### src/hw/rtl/slu_pkg.sv
// Package for the sorted-list union/intersection block.
// Sizes, result kinds, input mode codes and the structs passed between modules.
// No dependencies.
package slu_pkg;

  localparam int LIST_DEPTH  = 16;
  localparam int VALUE_WIDTH = 32;
  localparam int ITEM_W      = 32;
  localparam int CNT_W       = $clog2(LIST_DEPTH + 1);
  localparam int IDX_W       = (LIST_DEPTH > 1) ? $clog2(LIST_DEPTH) : 1;

  localparam logic [1:0] MODE_APPEND_A = 2'd0;
  localparam logic [1:0] MODE_APPEND_B = 2'd1;
  localparam logic [1:0] MODE_REPORT   = 2'd2;

  typedef enum logic [2:0] {
    KIND_APPENDED    = 3'd0,
    KIND_REFUSED     = 3'd1,
    KIND_ISECT       = 3'd2,
    KIND_NO_ISECT    = 3'd3,
    KIND_UNION       = 3'd4,
    KIND_UNION_EMPTY = 3'd5
  } kind_t;

  typedef enum logic [2:0] {
    ST_IDLE,
    ST_IS_FETCH,
    ST_IS_STEP,
    ST_UN_FETCH,
    ST_UN_STEP
  } seq_state_t;

  typedef struct packed {
    logic                          we_a;
    logic                          we_b;
    logic [IDX_W-1:0]              addr;
    logic signed [VALUE_WIDTH-1:0] data;
  } list_wr_t;

  typedef struct packed {
    logic                          valid;
    kind_t                         kind;
    logic signed [VALUE_WIDTH-1:0] value;
    logic                          last;
  } emit_t;

endpackage

### src/hw/rtl/slu_lists.sv
// Storage for lists A and B: one write port shared by both, one registered
// read port per list. Depends on slu_pkg.
module slu_lists
  import slu_pkg::*;
(
  input  logic                          clk,
  input  list_wr_t                      wr,
  input  logic [IDX_W-1:0]              rd_addr_a,
  input  logic [IDX_W-1:0]              rd_addr_b,
  output logic signed [VALUE_WIDTH-1:0] rd_a,
  output logic signed [VALUE_WIDTH-1:0] rd_b
);

  logic signed [VALUE_WIDTH-1:0] mem_a [LIST_DEPTH];
  logic signed [VALUE_WIDTH-1:0] mem_b [LIST_DEPTH];
  logic signed [VALUE_WIDTH-1:0] rd_a_r;
  logic signed [VALUE_WIDTH-1:0] rd_b_r;

  always_ff @(posedge clk) begin
    if (wr.we_a) begin
      mem_a[wr.addr] <= wr.data;
    end
    rd_a_r <= mem_a[rd_addr_a];
  end

  always_ff @(posedge clk) begin
    if (wr.we_b) begin
      mem_b[wr.addr] <= wr.data;
    end
    rd_b_r <= mem_b[rd_addr_b];
  end

  assign rd_a = rd_a_r;
  assign rd_b = rd_b_r;

endmodule

### src/hw/rtl/slu_seq.sv
// Sequencer: list counts, merge indices and the shared comparator that steps
// both merge passes. Depends on slu_pkg.
module slu_seq
  import slu_pkg::*;
(
  input  logic                          clk,
  input  logic                          rst_n,
  input  logic                          in_valid,
  output logic                          in_ready,
  input  logic [1:0]                    in_mode,
  input  logic signed [VALUE_WIDTH-1:0] in_data,
  input  logic                          slot_free,
  output emit_t                         emit,
  output list_wr_t                      wr,
  output logic [IDX_W-1:0]              rd_addr_a,
  output logic [IDX_W-1:0]              rd_addr_b,
  input  logic signed [VALUE_WIDTH-1:0] rd_a,
  input  logic signed [VALUE_WIDTH-1:0] rd_b
);

  seq_state_t       state_r, state_nxt;
  logic [CNT_W-1:0] cnt_a_r, cnt_a_nxt;
  logic [CNT_W-1:0] cnt_b_r, cnt_b_nxt;
  logic [CNT_W-1:0] i_r, i_nxt;
  logic [CNT_W-1:0] j_r, j_nxt;
  logic             any_r, any_nxt;

  logic in_fire;
  logic a_more, b_more, both_more;
  logic lt, gt, eq;
  logic take_a, take_b;
  logic [CNT_W-1:0] i_adv, j_adv;
  logic un_last;

  // shared comparator on the two registered heads
  assign lt = rd_a < rd_b;
  assign gt = rd_a > rd_b;
  assign eq = !lt && !gt;

  assign a_more    = i_r < cnt_a_r;
  assign b_more    = j_r < cnt_b_r;
  assign both_more = a_more && b_more;

  assign take_a  = both_more ? (lt || eq) : a_more;
  assign take_b  = both_more ? (gt || eq) : b_more;
  assign i_adv   = i_r + CNT_W'(take_a);
  assign j_adv   = j_r + CNT_W'(take_b);
  assign un_last = (i_adv >= cnt_a_r) && (j_adv >= cnt_b_r);

  assign in_ready  = (state_r == ST_IDLE) && slot_free;
  assign in_fire   = in_valid && in_ready;
  assign rd_addr_a = i_r[IDX_W-1:0];
  assign rd_addr_b = j_r[IDX_W-1:0];

  // next state
  always_comb begin
    state_nxt = state_r;
    case (state_r)
      ST_IDLE: begin
        if (in_fire && in_mode == MODE_REPORT) begin
          state_nxt = ST_IS_FETCH;
        end
      end
      ST_IS_FETCH: state_nxt = ST_IS_STEP;
      ST_IS_STEP: begin
        if (both_more) begin
          if (!eq || slot_free) begin
            state_nxt = ST_IS_FETCH;
          end
        end else if (any_r || slot_free) begin
          state_nxt = ST_UN_FETCH;
        end
      end
      ST_UN_FETCH: state_nxt = ST_UN_STEP;
      ST_UN_STEP: begin
        if (slot_free) begin
          if (!a_more && !b_more) begin
            state_nxt = ST_IDLE;
          end else if (un_last) begin
            state_nxt = ST_IDLE;
          end else begin
            state_nxt = ST_UN_FETCH;
          end
        end
      end
      default: state_nxt = ST_IDLE;
    endcase
  end

  // outputs and datapath updates
  always_comb begin
    emit       = '0;
    emit.kind  = KIND_APPENDED;
    wr         = '0;
    wr.data    = in_data;
    cnt_a_nxt  = cnt_a_r;
    cnt_b_nxt  = cnt_b_r;
    i_nxt      = i_r;
    j_nxt      = j_r;
    any_nxt    = any_r;
    case (state_r)
      ST_IDLE: begin
        if (in_fire) begin
          case (in_mode)
            MODE_APPEND_A: begin
              emit.valid = 1'b1;
              emit.last  = 1'b1;
              if (cnt_a_r == CNT_W'(LIST_DEPTH)) begin
                emit.kind = KIND_REFUSED;
              end else begin
                wr.we_a   = 1'b1;
                wr.addr   = cnt_a_r[IDX_W-1:0];
                cnt_a_nxt = cnt_a_r + 1'b1;
              end
            end
            MODE_APPEND_B: begin
              emit.valid = 1'b1;
              emit.last  = 1'b1;
              if (cnt_b_r == CNT_W'(LIST_DEPTH)) begin
                emit.kind = KIND_REFUSED;
              end else begin
                wr.we_b   = 1'b1;
                wr.addr   = cnt_b_r[IDX_W-1:0];
                cnt_b_nxt = cnt_b_r + 1'b1;
              end
            end
            MODE_REPORT: begin
              i_nxt   = '0;
              j_nxt   = '0;
              any_nxt = 1'b0;
            end
            default: ;
          endcase
        end
      end
      ST_IS_STEP: begin
        if (both_more) begin
          if (lt) begin
            i_nxt = i_r + 1'b1;
          end else if (gt) begin
            j_nxt = j_r + 1'b1;
          end else if (slot_free) begin
            emit.valid = 1'b1;
            emit.kind  = KIND_ISECT;
            emit.value = rd_a;
            any_nxt    = 1'b1;
            i_nxt      = i_r + 1'b1;
            j_nxt      = j_r + 1'b1;
          end
        end else if (any_r || slot_free) begin
          emit.valid = !any_r;
          emit.kind  = KIND_NO_ISECT;
          i_nxt      = '0;
          j_nxt      = '0;
        end
      end
      ST_UN_STEP: begin
        if (slot_free) begin
          emit.valid = 1'b1;
          if (!a_more && !b_more) begin
            emit.kind = KIND_UNION_EMPTY;
            emit.last = 1'b1;
          end else begin
            emit.kind  = KIND_UNION;
            emit.value = take_a ? rd_a : rd_b;
            emit.last  = un_last;
            i_nxt      = i_adv;
            j_nxt      = j_adv;
          end
        end
      end
      default: ;
    endcase
  end

  always_ff @(posedge clk) begin
    if (!rst_n) begin
      state_r <= ST_IDLE;
      cnt_a_r <= '0;
      cnt_b_r <= '0;
      i_r     <= '0;
      j_r     <= '0;
      any_r   <= 1'b0;
    end else begin
      state_r <= state_nxt;
      cnt_a_r <= cnt_a_nxt;
      cnt_b_r <= cnt_b_nxt;
      i_r     <= i_nxt;
      j_r     <= j_nxt;
      any_r   <= any_nxt;
    end
  end

  a_emit_needs_slot: assert property (@(posedge clk) disable iff (!rst_n)
    emit.valid |-> slot_free)
    else $error("result produced while output register occupied");

  a_counts_in_range: assert property (@(posedge clk) disable iff (!rst_n)
    (cnt_a_r <= CNT_W'(LIST_DEPTH)) && (cnt_b_r <= CNT_W'(LIST_DEPTH)))
    else $error("list count beyond depth");

  a_index_in_range: assert property (@(posedge clk) disable iff (!rst_n)
    (state_r != ST_IDLE) |-> (i_r <= cnt_a_r) && (j_r <= cnt_b_r))
    else $error("merge index overran its list");

  a_report_closes: assert property (@(posedge clk) disable iff (!rst_n)
    (state_r == ST_UN_STEP && state_nxt == ST_IDLE) |-> emit.valid && emit.last)
    else $error("report finished without a last result");

endmodule

### src/hw/rtl/sorted_list_union_intersection.sv
// Sorted-list union/intersection block: top level with the result register.
// Depends on slu_pkg, slu_lists and slu_seq.
//
// Input channel (in_valid/in_ready, in_mode, in_value): mode 0 appends to
// list A, mode 1 to list B, mode 2 requests a report, mode 3 is dropped.
// Result channel (out_valid/out_ready, out_kind, out_item_value, out_last):
// every transaction on the input side yields results ending in one with
// out_last set, except mode 3, which yields none.
// An append's result is loaded into the result register in the cycle after
// the append is taken; back-to-back appends run at one per cycle while the
// receiver takes every result. A report walks both lists through a registered
// memory read and a single comparator: each merge step is a read state and then
// a compare state, for the intersection pass and then the union pass. No new
// input is taken until the report's last result is loaded. Reset empties both
// lists; stored values are not cleared. When the receiver stalls, the result
// register holds and the sequencer waits whenever it has a result to give.
module sorted_list_union_intersection
  import slu_pkg::*;
(
  input  logic                     clk,
  input  logic                     rst_n,
  input  logic                     in_valid,
  output logic                     in_ready,
  input  logic [1:0]               in_mode,
  input  logic signed [ITEM_W-1:0] in_value,
  output logic                     out_valid,
  input  logic                     out_ready,
  output logic [2:0]               out_kind,
  output logic signed [ITEM_W-1:0] out_item_value,
  output logic                     out_last
);

  emit_t                         emit;
  list_wr_t                      wr;
  logic [IDX_W-1:0]              rd_addr_a, rd_addr_b;
  logic signed [VALUE_WIDTH-1:0] rd_a, rd_b;
  logic                          slot_free;

  logic                     out_valid_r, out_valid_nxt;
  kind_t                    out_kind_r;
  logic signed [ITEM_W-1:0] out_value_r;
  logic                     out_last_r;

  assign slot_free = !out_valid_r || out_ready;

  slu_seq u_seq (
    .clk       (clk),
    .rst_n     (rst_n),
    .in_valid  (in_valid),
    .in_ready  (in_ready),
    .in_mode   (in_mode),
    .in_data   (VALUE_WIDTH'(in_value)),
    .slot_free (slot_free),
    .emit      (emit),
    .wr        (wr),
    .rd_addr_a (rd_addr_a),
    .rd_addr_b (rd_addr_b),
    .rd_a      (rd_a),
    .rd_b      (rd_b)
  );

  slu_lists u_lists (
    .clk       (clk),
    .wr        (wr),
    .rd_addr_a (rd_addr_a),
    .rd_addr_b (rd_addr_b),
    .rd_a      (rd_a),
    .rd_b      (rd_b)
  );

  always_comb begin
    if (emit.valid) begin
      out_valid_nxt = 1'b1;
    end else if (out_ready) begin
      out_valid_nxt = 1'b0;
    end else begin
      out_valid_nxt = out_valid_r;
    end
  end

  always_ff @(posedge clk) begin
    if (!rst_n) begin
      out_valid_r <= 1'b0;
    end else begin
      out_valid_r <= out_valid_nxt;
    end
  end

  always_ff @(posedge clk) begin
    if (emit.valid) begin
      out_kind_r  <= emit.kind;
      out_value_r <= ITEM_W'(emit.value);
      out_last_r  <= emit.last;
    end
  end

  assign out_valid      = out_valid_r;
  assign out_kind       = out_kind_r;
  assign out_item_value = out_value_r;
  assign out_last       = out_last_r;

endmodule

### config.mk
export PLATFORM = sky130hd
export DESIGN_NAME = sorted_list_union_intersection
export DESIGN_NICKNAME = d
export VERILOG_FILES = /design/src/hw/rtl/slu_pkg.sv /design/src/hw/rtl/slu_lists.sv /design/src/hw/rtl/slu_seq.sv /design/src/hw/rtl/sorted_list_union_intersection.sv
export SDC_FILE = /design/constraint.sdc
export NUM_CORES = 1
export LEC_CHECK = 0
export ABC_AREA = 1
export BUFFER_PORTS_ARGS = -buffer_cell sky130_fd_sc_hd__buf_2
export CAP_MARGIN = 20
export CORE_MARGIN = 4
export CORE_UTILIZATION = 28
export CTS_BUF_LIST = sky130_fd_sc_hd__clkbuf_8
export CTS_CLUSTER_SIZE = 25
export DETAILED_ROUTE_END_ITERATION = 10
export HOLD_SLACK_MARGIN = 0.08
export SLEW_MARGIN = 20
export SYNTH_ARGS = -nofsm -noshare
export SYNTH_HDL_FRONTEND = slang
export SYNTH_HIERARCHICAL = 1
export SYNTH_SLANG_ARGS = --single-unit
### constraint.sdc
create_clock -name clk -period 12.01 [get_ports clk]
set_input_delay 2.402 -clock clk [delete_from_list [all_inputs] [get_ports clk]]
set_output_delay 2.402 -clock clk [all_outputs]
set_load 0.01 [all_outputs]
==> metrics.md <==
| Metric | Value |
|---|---|
| # Post-CTS Setup Buffers | 0 |
| Worst EP required | approximately 9.6 ns |
| Peak VDD IR | around 0.09 mV |
| Setup Skew | roughly 0.038 ns |
| Crit Path Max Fanout | 6 |
| XOR/XNOR Fraction of Synth Area | less than 1% |
| Die Wd | approximately 430 um |
| Max Root-Sink Buffers | 3 |
| Worst-Margin Slew | ~1.1 ns |
| Final nets | about 5100 |
| Initial antenna violation count | 26 |
| Outcome | complete, no violations |
| Reg clk slew, reported paths | 0.06 ns |
| Final Critical Period | approximately 5.5 ns |
| Drt via density | 4.56 |
| Crit path largest cell delay | about 0.17 ns |
| Post-Synth Simple-Gate Area | a little over a fifth |
| Seq/Total Area, Yosys | roughly two thirds |
| 1st-iter DRT viols | about 3400 |
| CTS Hold Buffers Added | 0 |
| Final core occ | 31.3% |
| Crit-path leading delay family | buffers and inverters |
| Post-Layout Cell Count | around 7600 |
| CP endpoint kind | primary output |
| Met1 Track Usage GR | 20.1% |
| Post-Place Cells | between 7000 and 8000 |
| Area of the die | approximately 190000 um^2 |
| Gr usage total | 14.7% |
| Hold WC Path Type | flip-flop to flip-flop |
| GRT Max-Usage Layer | met2 |
| Async set or reset register ratio after synthesis | 0% |
| CTS tree | done |
| TNS Setup | 0 ns |
| WL/cell | approximately 19 um |
| Detailed-route DRC error count | 0 |
| # rows | between 150 and 200 |
| Crit-path cells | buf_2 -> inv_1 -> nand2_2 -> inv_2 -> nor2_2 -> buf_2 |
| Placer congestion estimate | 0.857 |
| Final setup violation count | 0 |
| Final slew viol count | 0 |
| Relative slew slack | 29.5% |
| Starting Density | 28.2% |
| Largest family of logic cells by synthesized area | simple AND/OR/NAND/NOR gates |
| Main synth FF type | edfxtp_1 |
| Leak | ~24 nW |
| Clk root buf | clkbuf_8 |
| Multiplexer area fraction after synthesis | 0% |
| Distinct cells, synth | 45 |
| ANT nets after route | 0 |
| Synth top area cells | edfxtp_1, nand2_1, nand3_1, inv_1, dfxtp_1 |
| Layout cells sized above 1 | between 8 and 9% |
| Slowest-stage cell, CP | buf_2 |
| Cells after Synth | roughly 5000 |
| Post-CTS resize count | 0 |
| Syn_area_per_cell | roughly 10 um^2 |
| Synth Area in Compound Gates | under 10% |
| Final hold viol count | 0 |
| Unrepaired setup endpoints after global routing | no |
| Synthesized area | between 50000 and 60000 um^2 |
| Largest net degree at the start of global routing | ~140 |
| Critical path class | input pin to primary output |
| Top cells by instance count after synthesis | nand2_1, edfxtp_1, inv_1, nand3_1 |
| Die H | 434 um |
| Flops & latches, synth | roughly 1100 |
| Adder-Cell Fraction of Synth Area | under 10% |
| Vias in the first global route | 32500 |
| GR Util met2 | 22.8% |
| Fmax | roughly 0.18 GHz |
| Share of the synthesized area in the top cell type | between 60% and 70% |
| Port buffer count | 75 |
| Net Count, Synth | a little over 5000 |
| Pre-antenna DRT Iters | 6 |
| Vias | around 34000 |
| P per Cell Area | 169 nW/um^2 |
| Syn. warnings | 6 |
| Final Power | between 9 and 10 mW |
| Top Ports | 76 |
| Worst Path Arrival | 3.11 ns |
| Final Cycle Share | a little under half |
| Top-count cell post-synth | nand2_1 |
| Core Region | between 150000 and 200000 um^2 |
| Htree depth | 4 |
| Met3 Resource Use GR | under 10% |
| Clk_lat worst skew | between 0.8 and 0.9 ns |
| Gr ovfl total | 0 |
| Maximum Capacitance Violations | 0 |
| Most common cell on crit path | buf_2 |
| CTS Buf Count | 185 |
| Number of synthesized flops with an enable pin | around 1100 |
| CTS sink cnt | 1149 |
| Total Wirelength | about 140 mm |
| Hpwl dp | ~83 mm |
| Synth area leader | edfxtp_1 |
| Crit path buf inv count | 4 |
| Syn-to-layout area delta | 11.3% |
| CP Launch Type | input pin |
| First-pass GRT wire length | 209 mm |
[cells in the final DEF (no fill, tap or decap), types with 12 or more instances in the layout]
cell,synthesis,layout
inv_1,869,930
ha_1,60,60
nor2_1,63,40
diode_2,0,21
inv_2,12,12
clkinv_1,2,33
nand4_1,13,13
clkinv_2,0,17
dfxtp_1,89,81
nor2_4,3,25
nand3_1,834,834
clkbuf_8,0,192
buf_2,89,75
o21ai_0,13,13
a21oi_1,48,48
nand2_1,1543,1542
buf_4,72,48
nand3b_1,26,26
edfxtp_1,1060,1060
[flip-flops by register name (all words and copies together) (netlist names)]
signal	flops
u_seq/cnt_a_r	5
u_lists/rd_b	32
u_lists/mem_a	512
u_seq/j_r	5
u_seq/cnt_b_r	5
out_kind	3
u_lists/rd_a	32
u_seq/any_r	1
u_seq/i_r	5
out_valid	1
out_item_value	32
u_seq/state_r	3
u_lists/mem_b	512
out_last	1
[metal layers]
metal / routed length (um) / share of wire [%]
met2: 63300 / 45
met5: 128 / 0.091
met1: 60100 / 43
met4: 4040 / 2.9
met3: 13000 / 9.2
[worst reg2reg max path, stage by stage (launching register included)]
cell,delay [ns]
dfxtp_4,0.33
buf_4,0.65
ha_1,0.29
nand2_1,0.05
nor2_1,0.07
o21ai_0,0.08
nand3_1,0.21
clkinv_1,0.73
nand2_4,0.66
inv_2,0.17
ha_1,0.24
ha_1,0.22
nand3_1,0.11
xor2_1,0.24
ha_1,0.31
a21oi_1,0.17
o21a_1,0.14
o311ai_0,0.12
nand2_1,0.14
nand3_1,0.11
o211ai_1,0.10
nand3_1,0.10
a21oi_1,0.15
[logic make-up (layout without fill, tap and decap cells)]
logic type | after synthesis | in the layout
flops | 1149 | 1149
simple gates | 2516 | 2516
fa+ha+maj | 60 | 60
buf+inv | 1157 | 1339
xor+xnor | 12 | 12
compound gates | 92 | 92
other cells | 0 | 21
[per-stage QoR]
step | hold WS [ns] | area [um^2] | setup WS, ns
finish | 0.509 | 56700 | 6.50
global route | 0.534 | 56600 | 6.20
CTS | 0.506 | 56600 | 6.49
detailed placement | 0.491 | 53300 | 5.93
global placement | 0.487 | 53100 | 5.80
floorplan | 0.455 | 50900 | 5.46
[power breakdown]
part / leakage [nW] / switching (mW) / internal, mW
Combinational: 11.5 / 1.37 / 0.492
Clock: 1.92 / 1.54 / 1.54
Sequential: 10.3 / 0.109 / 4.50
[final timing paths]
kind | start | endpoint | slack (ns) | cells after the start
setup / recovery | out_ready | in_ready | 6.50 | 6
hold / removal | u_seq/cnt_b_r[3] | u_seq/cnt_b_r[3] | 0.51 | 1
setup reg to reg | u_seq/i_r[1] | u_seq/state_r[1] | 6.53 | 22
hold reg to reg | u_seq/cnt_b_r[3] | u_seq/cnt_b_r[3] | 0.51 | 1
[cell type report]
class / instances / area [um^2]
fillers: 18400 / 124000
flip-flops and latches: 1149 / 33600
multi-input cells: 2680 / 12400
inverters: 885 / 3340
well taps: 2370 / 2970
clock buffers: 192 / 2640
repair buffers: 133 / 973
clock inverters: 129 / 667
diodes: 21 / 52.6
Power figures use the tool's default switching activity.
